## config.mk

```make
export PLATFORM = sky130hd
export DESIGN_NAME = lock_condvar_thread_scheduler
export DESIGN_NICKNAME = d
export VERILOG_FILES = /design/src/rtl/core/lcts_pkg.sv /design/src/rtl/core/lcts_ram.sv /design/src/rtl/core/lcts_ctrl.sv /design/src/rtl/core/lock_condvar_thread_scheduler.sv
export SDC_FILE = /design/constraint.sdc
export NUM_CORES = 2
export LEC_CHECK = 0
export BUFFER_PORTS_ARGS = -buffer_cell sky130_fd_sc_hd__buf_2
export CAP_MARGIN = 20
export CORE_ASPECT_RATIO = 0.5
export CORE_MARGIN = 10
export CORE_UTILIZATION = 30
export DETAILED_ROUTE_END_ITERATION = 16
export SLEW_MARGIN = 20
export SYNTH_ARGS = -nofsm -noshare
export SYNTH_HDL_FRONTEND = slang
export SYNTH_HIERARCHICAL = 1
export SYNTH_SLANG_ARGS = --single-unit
```

## constraint.sdc

```tcl
create_clock -name clk -period 9.2 [get_ports clk]
set_input_delay 0.92 -clock clk [delete_from_list [all_inputs] [get_ports clk]]
set_output_delay 0.92 -clock clk [all_outputs]
set_load 0.03 [all_outputs]
```

## src/rtl/core/lcts_pkg.sv

```systemverilog
// Shared request/response types and request codes for the lock and condvar scheduler.
package lcts_pkg;

  localparam logic [3:0] MODE_START     = 4'd0;
  localparam logic [3:0] MODE_CREATE    = 4'd1;
  localparam logic [3:0] MODE_YIELD     = 4'd2;
  localparam logic [3:0] MODE_LOCK      = 4'd3;
  localparam logic [3:0] MODE_UNLOCK    = 4'd4;
  localparam logic [3:0] MODE_WAIT      = 4'd5;
  localparam logic [3:0] MODE_SIGNAL    = 4'd6;
  localparam logic [3:0] MODE_BROADCAST = 4'd7;
  localparam logic [3:0] MODE_FINISH    = 4'd8;

  typedef struct packed {
    logic [1:0] cond_id;
    logic [3:0] lock_id;
    logic [3:0] mode;
  } req_t;

  typedef struct packed {
    logic [3:0] new_thread;
    logic       idle;
    logic [3:0] active_thread;
    logic       status;
  } resp_t;

endpackage

```

## src/rtl/core/lcts_ram.sv

```systemverilog
// Generic single-write, single-read RAM with registered read data.
module lcts_ram #(
  parameter int WIDTH = 8,
  parameter int DEPTH = 16
) (
  input  logic                                   clk,
  input  logic                                   we,
  input  logic [((DEPTH > 1) ? $clog2(DEPTH) : 1)-1:0] waddr,
  input  logic [WIDTH-1:0]                       wdata,
  input  logic [((DEPTH > 1) ? $clog2(DEPTH) : 1)-1:0] raddr,
  output logic [WIDTH-1:0]                       rdata
);

  logic [WIDTH-1:0] mem [DEPTH];

  always_ff @(posedge clk) begin
    if (we) begin
      mem[waddr] <= wdata;
    end
    rdata <= mem[raddr];
  end

endmodule

```

## src/rtl/core/lcts_ctrl.sv

```systemverilog
// Request sequencer: scheduler state, queues and the step-by-step update engine.
module lcts_ctrl #(
  parameter int THREADS = 16,
  parameter int LOCKS   = 16,
  parameter int CONDS   = 4
) (
  input  logic             clk,
  input  logic             rst_n,
  input  logic             req_valid,
  input  lcts_pkg::req_t   req,
  output logic             req_ready,
  output logic             resp_valid,
  output lcts_pkg::resp_t  resp
);

  localparam int TW = $clog2(THREADS);
  localparam int IW = TW + 1;
  localparam int CW = $clog2(THREADS + 1);
  localparam int LW = (LOCKS > 1) ? $clog2(LOCKS) : 1;
  localparam int PW = $clog2(LOCKS + 1);
  localparam int NQ = LOCKS * CONDS;
  localparam int QW = (NQ > 1) ? $clog2(NQ) : 1;
  localparam logic [IW-1:0] NO_T = IW'(THREADS);
  localparam logic [IW-1:0] ORPH = IW'(THREADS + 1);
  localparam logic [PW-1:0] NO_L = PW'(LOCKS);

  typedef enum logic [3:0] {
    S_IDLE, S_DECODE, S_ALLOC, S_RELEASE, S_LQ_PUSH, S_WN_LINK, S_CV_READ,
    S_CV_PUSH, S_CV_POP, S_FINISH, S_DISPATCH, S_RELOCK, S_RESP
  } state_t;

  state_t          state_r;
  logic [3:0]      mode_r;
  logic [LW-1:0]   lk_r;
  logic [QW-1:0]   qi_r;
  logic            lk_ok_r, cv_ok_r;
  logic            started_r;
  logic [TW-1:0]   cur_r;
  logic [THREADS-1:0] live_r;
  logic [TW-1:0]   rq_r [THREADS];
  logic [TW-1:0]   head_r;
  logic [CW-1:0]   cnt_r;
  logic [IW-1:0]   holder_r [LOCKS];
  logic [IW-1:0]   wnext_r [THREADS];
  logic [IW-1:0]   lqh_r [LOCKS];
  logic [IW-1:0]   lqt_r [LOCKS];
  logic [PW-1:0]   pend_r [THREADS];
  logic [NQ-1:0]   cv_vld_r;
  logic [TW-1:0]   scan_r;
  logic [LW-1:0]   lsel_r;
  logic [TW-1:0]   push_t_r;
  logic [TW-1:0]   link_r;
  logic [TW-1:0]   disp_t_r;
  logic            status_r, idle_r;
  logic [TW-1:0]   newt_r;

  logic [IW-1:0]   cur_x;
  logic [PW-1:0]   pend_cur;
  logic [LW-1:0]   hold_addr;
  logic [IW-1:0]   hold;
  logic [IW-1:0]   lq_h, lq_t;
  logic [2*IW-1:0] cv_rdata, cv_wdata;
  logic            cv_we;
  logic [IW-1:0]   cv_h, cv_t;
  logic [TW-1:0]   wn_addr;
  logic [IW-1:0]   wn;
  logic [CW:0]     rq_sum;
  logic [TW-1:0]   rq_widx, head_inc;
  logic            rq_push;
  logic [TW-1:0]   rq_val;

  assign cur_x     = IW'(cur_r);
  assign pend_cur  = pend_r[disp_t_r];
  assign hold_addr = (state_r == S_RELOCK) ? LW'(pend_cur) : lsel_r;
  assign hold      = holder_r[hold_addr];
  assign lq_h      = lqh_r[lsel_r];
  assign lq_t      = lqt_r[lsel_r];
  assign cv_h      = cv_vld_r[qi_r] ? cv_rdata[2*IW-1:IW] : NO_T;
  assign cv_t      = cv_vld_r[qi_r] ? cv_rdata[IW-1:0] : NO_T;
  assign wn_addr   = (state_r == S_CV_POP) ? TW'(cv_h) : TW'(lq_h);
  assign wn        = wnext_r[wn_addr];
  assign rq_sum    = (CW+1)'(head_r) + (CW+1)'(cnt_r);
  assign rq_widx   = (rq_sum >= (CW+1)'(THREADS)) ? TW'(rq_sum - (CW+1)'(THREADS))
                                                  : TW'(rq_sum);
  assign head_inc  = (head_r == TW'(THREADS - 1)) ? '0 : head_r + TW'(1);

  // Ready-queue push and condition-queue write, one per cycle at most
  always_comb begin
    rq_push  = 1'b0;
    rq_val   = cur_r;
    cv_we    = 1'b0;
    cv_wdata = {NO_T, NO_T};
    case (state_r)
      S_DECODE: begin
        rq_push = started_r && (mode_r == lcts_pkg::MODE_YIELD);
      end
      S_ALLOC: begin
        rq_push = !live_r[scan_r] && (mode_r == lcts_pkg::MODE_CREATE);
        rq_val  = scan_r;
      end
      S_RELEASE: begin
        rq_push = (lq_h < NO_T);
        rq_val  = TW'(lq_h);
      end
      S_CV_PUSH: begin
        cv_we    = 1'b1;
        cv_wdata = (cv_h < NO_T) ? {cv_h, cur_x} : {cur_x, cur_x};
      end
      S_CV_POP: begin
        rq_push  = (cv_h < NO_T);
        rq_val   = TW'(cv_h);
        cv_we    = (cv_h < NO_T);
        cv_wdata = (wn < NO_T) ? {wn, cv_t} : {NO_T, NO_T};
      end
      default: begin
        rq_push = 1'b0;
      end
    endcase
  end

  lcts_ram #(
    .WIDTH (2 * IW),
    .DEPTH (NQ)
  ) u_cv_ram (
    .clk   (clk),
    .we    (cv_we),
    .waddr (qi_r),
    .wdata (cv_wdata),
    .raddr (qi_r),
    .rdata (cv_rdata)
  );

  assign req_ready  = (state_r == S_IDLE);
  assign resp_valid = (state_r == S_RESP);
  assign resp.status        = status_r;
  assign resp.active_thread = 4'(cur_r);
  assign resp.idle          = idle_r;
  assign resp.new_thread    = 4'(newt_r);

  always_ff @(posedge clk) begin
    if (!rst_n) begin
      state_r   <= S_IDLE;
      started_r <= 1'b0;
      cur_r     <= '0;
      live_r    <= '0;
      head_r    <= '0;
      cnt_r     <= '0;
      cv_vld_r  <= '0;
      for (int i = 0; i < LOCKS; i++) begin
        holder_r[i] <= NO_T;
        lqh_r[i]    <= NO_T;
        lqt_r[i]    <= NO_T;
      end
      for (int i = 0; i < THREADS; i++) begin
        pend_r[i] <= NO_L;
      end
    end else begin
      case (state_r)
        S_IDLE: begin
          if (req_valid) begin
            mode_r   <= req.mode;
            lk_r     <= LW'(req.lock_id);
            lsel_r   <= LW'(req.lock_id);
            qi_r     <= QW'(32'(req.lock_id) * CONDS + 32'(req.cond_id));
            lk_ok_r  <= (32'(req.lock_id) < LOCKS);
            cv_ok_r  <= (32'(req.lock_id) < LOCKS) && (32'(req.cond_id) < CONDS);
            status_r <= 1'b0;
            idle_r   <= 1'b0;
            newt_r   <= '0;
            state_r  <= S_DECODE;
          end
        end
        S_DECODE: begin
          scan_r <= '0;
          if (!started_r) begin
            if (mode_r == lcts_pkg::MODE_START) begin
              state_r <= S_ALLOC;
            end else begin
              status_r <= 1'b1;
              idle_r   <= 1'b1;
              state_r  <= S_RESP;
            end
          end else begin
            case (mode_r)
              lcts_pkg::MODE_CREATE: begin
                state_r <= S_ALLOC;
              end
              lcts_pkg::MODE_YIELD: begin
                state_r <= S_DISPATCH;
              end
              lcts_pkg::MODE_LOCK: begin
                if (!lk_ok_r || hold == cur_x) begin
                  status_r <= 1'b1;
                  state_r  <= S_RESP;
                end else if (hold == NO_T) begin
                  holder_r[lsel_r] <= cur_x;
                  state_r          <= S_RESP;
                end else begin
                  push_t_r <= cur_r;
                  state_r  <= S_LQ_PUSH;
                end
              end
              lcts_pkg::MODE_UNLOCK: begin
                if (!lk_ok_r || hold != cur_x) begin
                  status_r <= 1'b1;
                  state_r  <= S_RESP;
                end else begin
                  state_r <= S_RELEASE;
                end
              end
              lcts_pkg::MODE_WAIT: begin
                if (!cv_ok_r || hold != cur_x) begin
                  status_r <= 1'b1;
                  state_r  <= S_RESP;
                end else begin
                  state_r <= S_RELEASE;
                end
              end
              lcts_pkg::MODE_SIGNAL, lcts_pkg::MODE_BROADCAST: begin
                if (!cv_ok_r) begin
                  status_r <= 1'b1;
                  state_r  <= S_RESP;
                end else begin
                  state_r <= S_CV_POP;
                end
              end
              lcts_pkg::MODE_FINISH: begin
                live_r[cur_r] <= 1'b0;
                lsel_r        <= '0;
                state_r       <= S_FINISH;
              end
              default: begin
                status_r <= 1'b1;
                state_r  <= S_RESP;
              end
            endcase
          end
        end
        S_ALLOC: begin
          if (!live_r[scan_r]) begin
            live_r[scan_r] <= 1'b1;
            pend_r[scan_r] <= NO_L;
            newt_r         <= scan_r;
            if (!started_r) begin
              started_r <= 1'b1;
              cur_r     <= scan_r;
            end
            state_r <= S_RESP;
          end else if (scan_r == TW'(THREADS - 1)) begin
            status_r <= 1'b1;
            idle_r   <= !started_r;
            state_r  <= S_RESP;
          end else begin
            scan_r <= scan_r + TW'(1);
          end
        end
        S_RELEASE: begin
          // Hand the lock straight to the oldest waiter, if any
          if (lq_h < NO_T) begin
            holder_r[lsel_r] <= lq_h;
            lqh_r[lsel_r]    <= (wn < NO_T) ? wn : NO_T;
            if (wn >= NO_T) begin
              lqt_r[lsel_r] <= NO_T;
            end
          end else begin
            holder_r[lsel_r] <= NO_T;
          end
          state_r <= (mode_r == lcts_pkg::MODE_UNLOCK) ? S_RESP : S_CV_PUSH;
        end
        S_LQ_PUSH: begin
          wnext_r[push_t_r] <= NO_T;
          lqt_r[lsel_r]     <= IW'(push_t_r);
          if (lq_h >= NO_T) begin
            lqh_r[lsel_r] <= IW'(push_t_r);
            state_r       <= S_DISPATCH;
          end else if (lq_t < NO_T) begin
            link_r  <= TW'(lq_t);
            state_r <= S_WN_LINK;
          end else begin
            state_r <= S_DISPATCH;
          end
        end
        S_WN_LINK: begin
          wnext_r[link_r] <= IW'(push_t_r);
          state_r         <= S_DISPATCH;
        end
        S_CV_PUSH: begin
          wnext_r[cur_r]   <= NO_T;
          pend_r[cur_r]    <= PW'(lk_r);
          cv_vld_r[qi_r]   <= 1'b1;
          push_t_r         <= cur_r;
          if (cv_h < NO_T && cv_t < NO_T) begin
            link_r  <= TW'(cv_t);
            state_r <= S_WN_LINK;
          end else begin
            state_r <= S_DISPATCH;
          end
        end
        S_CV_READ: begin
          state_r <= S_CV_POP;
        end
        S_CV_POP: begin
          if (cv_h >= NO_T || mode_r == lcts_pkg::MODE_SIGNAL) begin
            state_r <= S_RESP;
          end else begin
            state_r <= S_CV_READ;
          end
        end
        S_FINISH: begin
          // Orphan every lock the finishing thread still holds
          if (hold == cur_x) begin
            holder_r[lsel_r] <= ORPH;
          end
          if (lsel_r == LW'(LOCKS - 1)) begin
            state_r <= S_DISPATCH;
          end else begin
            lsel_r <= lsel_r + LW'(1);
          end
        end
        S_DISPATCH: begin
          if (cnt_r == '0) begin
            // Nothing can run: drop back to the reset state
            started_r <= 1'b0;
            cur_r     <= '0;
            live_r    <= '0;
            head_r    <= '0;
            cv_vld_r  <= '0;
            for (int i = 0; i < LOCKS; i++) begin
              holder_r[i] <= NO_T;
              lqh_r[i]    <= NO_T;
              lqt_r[i]    <= NO_T;
            end
            for (int i = 0; i < THREADS; i++) begin
              pend_r[i] <= NO_L;
            end
            idle_r  <= 1'b1;
            state_r <= S_RESP;
          end else begin
            disp_t_r <= rq_r[head_r];
            head_r   <= head_inc;
            cnt_r    <= cnt_r - CW'(1);
            state_r  <= S_RELOCK;
          end
        end
        S_RELOCK: begin
          if (32'(pend_cur) < LOCKS) begin
            pend_r[disp_t_r] <= NO_L;
            if (hold == NO_T) begin
              holder_r[hold_addr] <= IW'(disp_t_r);
              cur_r               <= disp_t_r;
              state_r             <= S_RESP;
            end else if (hold != IW'(disp_t_r)) begin
              push_t_r <= disp_t_r;
              lsel_r   <= hold_addr;
              state_r  <= S_LQ_PUSH;
            end else begin
              cur_r   <= disp_t_r;
              state_r <= S_RESP;
            end
          end else begin
            cur_r   <= disp_t_r;
            state_r <= S_RESP;
          end
        end
        S_RESP: begin
          state_r <= S_IDLE;
        end
        default: begin
          state_r <= S_IDLE;
        end
      endcase
      if (rq_push && cnt_r < CW'(THREADS)) begin
        rq_r[rq_widx] <= rq_val;
        cnt_r         <= cnt_r + CW'(1);
      end
    end
  end

endmodule

```

## src/rtl/core/lock_condvar_thread_scheduler.sv

```systemverilog
// Top level of the lock and condition-variable thread scheduler.
//
//   channel  direction  handshake              payload
//   in_      slave      in_tvalid/in_tready    in_tdata: request
//   out_     master     out_tvalid/out_tready  out_tdata: status and dispatch
//
// A request passes through accept, decode, response and the result transaction,
// plus any extra sequencer steps: create scans ids (up to THREADS), finish scans all
// LOCKS holders, broadcast re-reads and pops the queue for each further woken waiter, queue
// updates add push and link steps, and a dispatch pops threads until one can run, re-queuing any that wait on a lock.
// Synchronous reset clears all control state at once; there is no clearing pass.
// A result waits in the output register; the next request is taken once it is gone.
module lock_condvar_thread_scheduler #(
  parameter int THREADS = 16,
  parameter int LOCKS   = 16,
  parameter int CONDS   = 4
) (
  input  logic        clk,
  input  logic        rst_n,
  input  logic        in_tvalid,
  output logic        in_tready,
  input  logic [15:0] in_tdata,   // [3:0] mode, [7:4] lock_id, [9:8] cond_id
  output logic        out_tvalid,
  input  logic        out_tready,
  output logic [15:0] out_tdata   // [0] status, [4:1] active_thread, [5] idle,
                                  // [9:6] new_thread
);

  lcts_pkg::req_t  req;
  lcts_pkg::resp_t resp;
  lcts_pkg::resp_t out_resp_r;
  logic            out_valid_r;
  logic            ctrl_ready;
  logic            resp_valid;

  assign req.mode    = in_tdata[3:0];
  assign req.lock_id = in_tdata[7:4];
  assign req.cond_id = in_tdata[9:8];

  lcts_ctrl #(
    .THREADS (THREADS),
    .LOCKS   (LOCKS),
    .CONDS   (CONDS)
  ) u_ctrl (
    .clk        (clk),
    .rst_n      (rst_n),
    .req_valid  (in_tvalid && !out_valid_r),
    .req        (req),
    .req_ready  (ctrl_ready),
    .resp_valid (resp_valid),
    .resp       (resp)
  );

  assign in_tready  = ctrl_ready && !out_valid_r;
  assign out_tvalid = out_valid_r;
  assign out_tdata  = {6'b0, out_resp_r};

  always_ff @(posedge clk) begin
    if (!rst_n) begin
      out_valid_r <= 1'b0;
    end else if (resp_valid) begin
      out_valid_r <= 1'b1;
      out_resp_r  <= resp;
    end else if (out_tready) begin
      out_valid_r <= 1'b0;
    end
  end

endmodule

```

Word-level counts from Yosys, hierarchy flattened. Memories as Yosys holds them, arrays and structs flattened. A register that Yosys moved wholly into a read port is not among the register bits. Index checks and enable logic that the tools add are counted.

Register bits after elaboration: 145. Bits in writable memories: 1104. Input port bits: 20. Output and inout bits: 18. Word-level logic and storage cells: 507. Memories: 7.

Memory list: u_ctrl.u_cv_ram.mem (words 64, width 10, rd ports 1, clocked after Yosys merged registers in 1, wr ports 1, RTL line lcts_ram.sv:14) `logic [WIDTH-1:0] mem [DEPTH];`; u_ctrl.holder_r (words 16, width 5, rd ports 1, clocked after Yosys merged registers in 0, wr ports 16, RTL line lcts_ctrl.sv:43) `logic [IW-1:0] holder_r [LOCKS];`; u_ctrl.lqh_r (words 16, width 5, rd ports 1, clocked after Yosys merged registers in 1, wr ports 16, RTL line lcts_ctrl.sv:45) `logic [IW-1:0] lqh_r [LOCKS];`; u_ctrl.lqt_r (words 16, width 5, rd ports 1, clocked after Yosys merged registers in 1, wr ports 16, RTL line lcts_ctrl.sv:46) `logic [IW-1:0] lqt_r [LOCKS];`; u_ctrl.pend_r (words 16, width 5, rd ports 1, clocked after Yosys merged registers in 0, wr ports 16, RTL line lcts_ctrl.sv:47) `logic [PW-1:0] pend_r [THREADS];`; u_ctrl.wnext_r (words 16, width 5, rd ports 1, clocked after Yosys merged registers in 0, wr ports 1, RTL line lcts_ctrl.sv:44) `logic [IW-1:0] wnext_r [THREADS];`; +1 memories.

Add/sub/neg operators: 8. Magnitude comparators: 17. Equal/unequal tests: 58. Muxes and demuxes: 263. Bitwise gates (word level): 74. Reductions and logical operators: 58.

Operator list (count): 5-bit 2-to-1 mux (84); 4-bit 2-to-1 mux (60); 64-bit one-hot mux with 2 select lines (1); 1-bit 2-to-1 mux (88); 1-bit OR (69); 16-bit 2-to-1 mux (4); 64-bit 2-to-1 mux (1); 64-bit OR (1); 5-bit OR reduction (10); 16-bit one-hot mux with 3 select lines (1); 4-bit one-hot mux with 12 select lines (1); 4-bit == test (second input constant) (9); 4-bit one-hot mux with 3 select lines (3); 5-bit < comparator (second input constant) (7); 4-bit by 3-bit == test with 1-bit output (second input constant) (8); 2-bit != test (second input constant) (15); 4-bit one-hot mux with 2 select lines (3); 4-bit one-hot mux with 6 select lines (1); 10-bit 2-to-1 mux (2); 10-bit one-hot mux with 2 select lines (1); 9-bit AND reduction (2); 16-bit AND (1); 4-bit by 2-bit == test with 1-bit output (second input constant) (4); 2-bit by 1-bit != test with 1-bit output (second input constant) (8); 47 further kinds (94).

Longest topological paths before layout. An unclocked memory read counts as a cell.

Word-level depth: 17. Depth in mapped cells: 20. Gate-level depth less buffers: 16.

By module. Netlist, hierarchy kept.

Modules (own cells, without submodules): lcts_ctrl (instances 1, cells each 2416, area each 29419.5 µm², seq. area each 17056.4 µm²); lcts_ram (instances 1, cells each 1188, area each 25189.2 µm², seq. area each 19418.6 µm²); lock_condvar_thread_scheduler (instances 1, cells each 23, area each 406.6 µm², seq. area each 320.3 µm²).

Worst setup path before layout. No wires, ideal clock.

Path type: reg-to-reg. Start point: reg u_ctrl/lk_r[3] (netlist name). End point: mem u_ctrl/u_cv_ram/mem[0][7] (netlist name) (data pin). Library setup time: 0.730 ns. Data arrival time: 5.808 ns. Data required time: 8.470 ns. Setup slack: 2.662 ns. Stages on the path, launching flop included: 14. Path buffers: 3. Clock period less this slack: 6.538 ns. Cell sequence: edfxtp_1 > clkbuf_1 > nor3b_1 > inv_1 > o2bb2ai_1 > and4b_1 > o21ai_0 > buf_2 > buf_2 > mux2i_1 > nor2_1 > a21oi_1 > o2111ai_1 > o32ai_1.

RTL lines (RTL line): end: declaration (lcts_ram.sv:14).

==> metrics.txt <==
status completed; syn_area_per_cell approximately 15 um2; initial antenna violation count 1; CTS max path bufs 3; startpoint types flip-flop; Num Clock Sinks approximately 1300; Via density about 5.2; GR Util All Layers between 10% and 20%; critical path fanouts, max 33; synth unique cells 96; Min-Delay Path Class input pin to flip-flop; Synth area leader edfxtp_1; total gr overflow 0; CP required approximately 9600 ps; cell mode on critical path buf_4; final hold violation count 0; sequential-to-total area share from yosys stat roughly two thirds; CTS resizes 0; Crit path max-delay family simple AND/OR/NAND/NOR gates; Ports 38; critical path depth 14; Lkg Pwr ~20 nW; die height ~320 um; antenna viol nets, final 0; Worst Path Buf+Inv 2; reg-to-reg setup timing slack 2250 ps; HPWL after DPL around 87000 um; f_max about 140 MHz; HP Start in_tdata[3]; layout cells sized above 1 19.1%; worst-path cell chain nand4b_1, nor2_1, nand3_1, nand3_4, mux4_2, a22oi_2, nand3_2, nor4_2, buf_4, nand2_2, mux2_2, a21o_1, buf_4, o21ai_1; Worst R2R Path Depth 14; DRT Pass-1 Iters 7; TNS Setup 0 ps; CTS Hold Buffers Added 0; Peak VDD IR 0.000165 V; slowest stage delay, CP about 830 ps; TritonCTS clock tree yes; relative slew slack around a quarter; Critical R2R Capture u_ctrl/holder_r[7][1]; maxcap violations 0; Post-synth ARST share 0%; slowest library cell on the worst path dfxtp_1; fin crit share 75.5%; Final Cell Area between 0.06 and 0.07 mm2; Layout area overhead 11.8%; WL per Instance between 20 and 25 um; Top FF cell, synth edfxtp_1; gpl congestion between 0.8 and 0.9; vias 31800; largest cells by area after synthesis edfxtp_1, mux4_2, dfxtp_1, nor2_1, mux2i_1; initial core utilization 30.1%; post-CTS setup repair buffer count 0; Placed Area about 0.058 mm2; Setup crit end u_ctrl/holder_r[7][1]; Syn Inst Count roughly 3600; largest net degree at the start of global routing 102; Total Routed Length 135000 um; # diodes 0; pwr/cell area roughly 240 mW/mm2; Synth top cells by count edfxtp_1, nor2_1, mux4_2, nand2_1, mux2i_1; measured slew at the worst slew-check pin between 1000 and 1500 ps; Total Nets Final roughly 3600; TritonCTS Buffers about 110; Synth Warn # 6; fin crit period 6950 ps; Critical Path Start u_ctrl/state_r[3]; Critical Path End Type flip-flop; first-pass GRT wire length about 200000 um; vias in the first global route between 30000 and 40000; Core Region between 0.15 and 0.2 mm2; worst endpoint data arrival time ~7300 ps; Die ar. slightly above 0.2 mm2; #FFs+latches synth ~1300; max-slew violations 0; reg2reg start u_ctrl/state_r[3]; number of setup violations in the final report 0; most common cell in the netlist edfxtp_1; Post-Synthesis Cell Area between 0.05 and 0.06 mm2; unrepaired setup endpoints after global routing no; Worst-path clk slew roughly 70 ps; drt drc 0; Std-Cell Rows about 110; Clock Latency Late Sink 740 ps; Root Buffer Master clkbuf_16; H-tree levels 3; CP Class flip-flop to flip-flop; Iter 0 DRT Violations roughly 3300; clock skew roughly 19 ps; top cell type's share of synthesized area between 60% and 70%; Die W ~630 um; EDFF count, synth around 1200; input/output buffers 25
cell type report:
cell class,instances,area (um2)
multi-input combinational,2067,16900
fill,17400,121000
inverter,54,203
clock inverter,69,694
sequential,1263,36800
timing repair buffer,100,732
clock buffer,147,3130
tap,2429,3040
kinds of logic (layout without fill, tap and decap cells):
group                    count (synthesis)  count (layout)  synth area share, %
AO/OA/AOI/OAI                          510             510                 6.25
XOR/XNOR                                22              22                0.350
adder cells (fa/ha/maj)                 17              17                0.414
buffers and inverters                  302             370                 2.69
flip-flops                            1263            1263                 66.9
multiplexers                           442             442                 13.6
other                                    1               6              0.00682
AND/OR/NAND/NOR                       1070            1070                 9.78
flip-flops by register name, indices dropped and copies added, names as in the netlist, 5 cells and up, named ones only:
signal	cells
u_ctrl/wnext_r	80
u_ctrl/pend_r	80
u_ctrl/live_r	16
u_ctrl/cnt_r	5
u_ctrl/lqt_r	80
u_ctrl/lqh_r	80
u_ctrl/u_cv_ram/mem	640
out_tdata	10
u_ctrl/u_cv_ram/rdata	10
u_ctrl/cv_vld_r	64
u_ctrl/rq_r	64
u_ctrl/holder_r	80
worst min-delay path by stage:
stage	to	slack, ps	cells past startpoint
2_1_floorplan	out_tdata[6]	400	0
3_3_place_gp	out_tdata[9]	410	0
3_5_place_dp	out_tdata[8]	410	0
4_1_cts	u_ctrl/mode_r[3]	360	1
5_1_grt	u_ctrl/mode_r[3]	360	1
6_report	u_ctrl/mode_r[3]	420	1
power by group:
group,total [W],internal (W),leakage (nW),switching (W)
registers,0.00675,0.00655,12.2,0.000203
logic,0.00325,0.00111,5.82,0.00214
clock network,0.00488,0.00275,1.88,0.00213
routing by layer:
metal / wire length, um / up-vias / track usage, %
li1: - / 14000 / -
met1: 56700 / 16400 / 17.3
met2: 65500 / 1250 / 21.7
met3: 9690 / 205 / 2.43
met4: 3270 / 0 / 3.34
met5: 0 / - / 0
cells in the final DEF (no fill, tap or decap), types with 19 or more instances in the layout:
master and instances:
mux4_2 241, buf_2 25, nand3_1 88, and2_1 74, buf_4 68, o21ai_1 20
and3_1 20, clkinv_2 25, mux2_2 49, inv_1 54, o21ai_0 86, nor3_2 65
a21oi_1 132, o22ai_1 26, nor2b_1 38, clkinv_1 19, dfxtp_1 112, nor2_1 421
nand2_1 186, clkbuf_1 21, edfxtp_1 1150, nand3b_1 25, a31oi_1 29, mux2i_1 150
nand2b_1 32, clkbuf_16 117, nor3_1 30, a22oi_1 50
metrics by stage:
stage,hold slack (ps),setup slack [ps],std cells,power (W),util [%]
after global routing,363,1930,6129,0.0155,33.7
after detailed placement,411,2450,5907,0.0101,31.5
final,417,2250,6129,0.0149,33.7
after CTS,361,2440,6123,0.0150,33.6
after floorplan,400,2660,3632,0.00903,-
after global placement,411,2580,5902,0.0100,31.5
worst reg2reg max path: cells and delay by family (launching register included):
kind	cells	cell delay [ps]
compound gates	3	1020
flops	1	830
buf+inv	2	520
simple gates	7	3120
mux	2	1110
(Power assumes the default switching activity.)
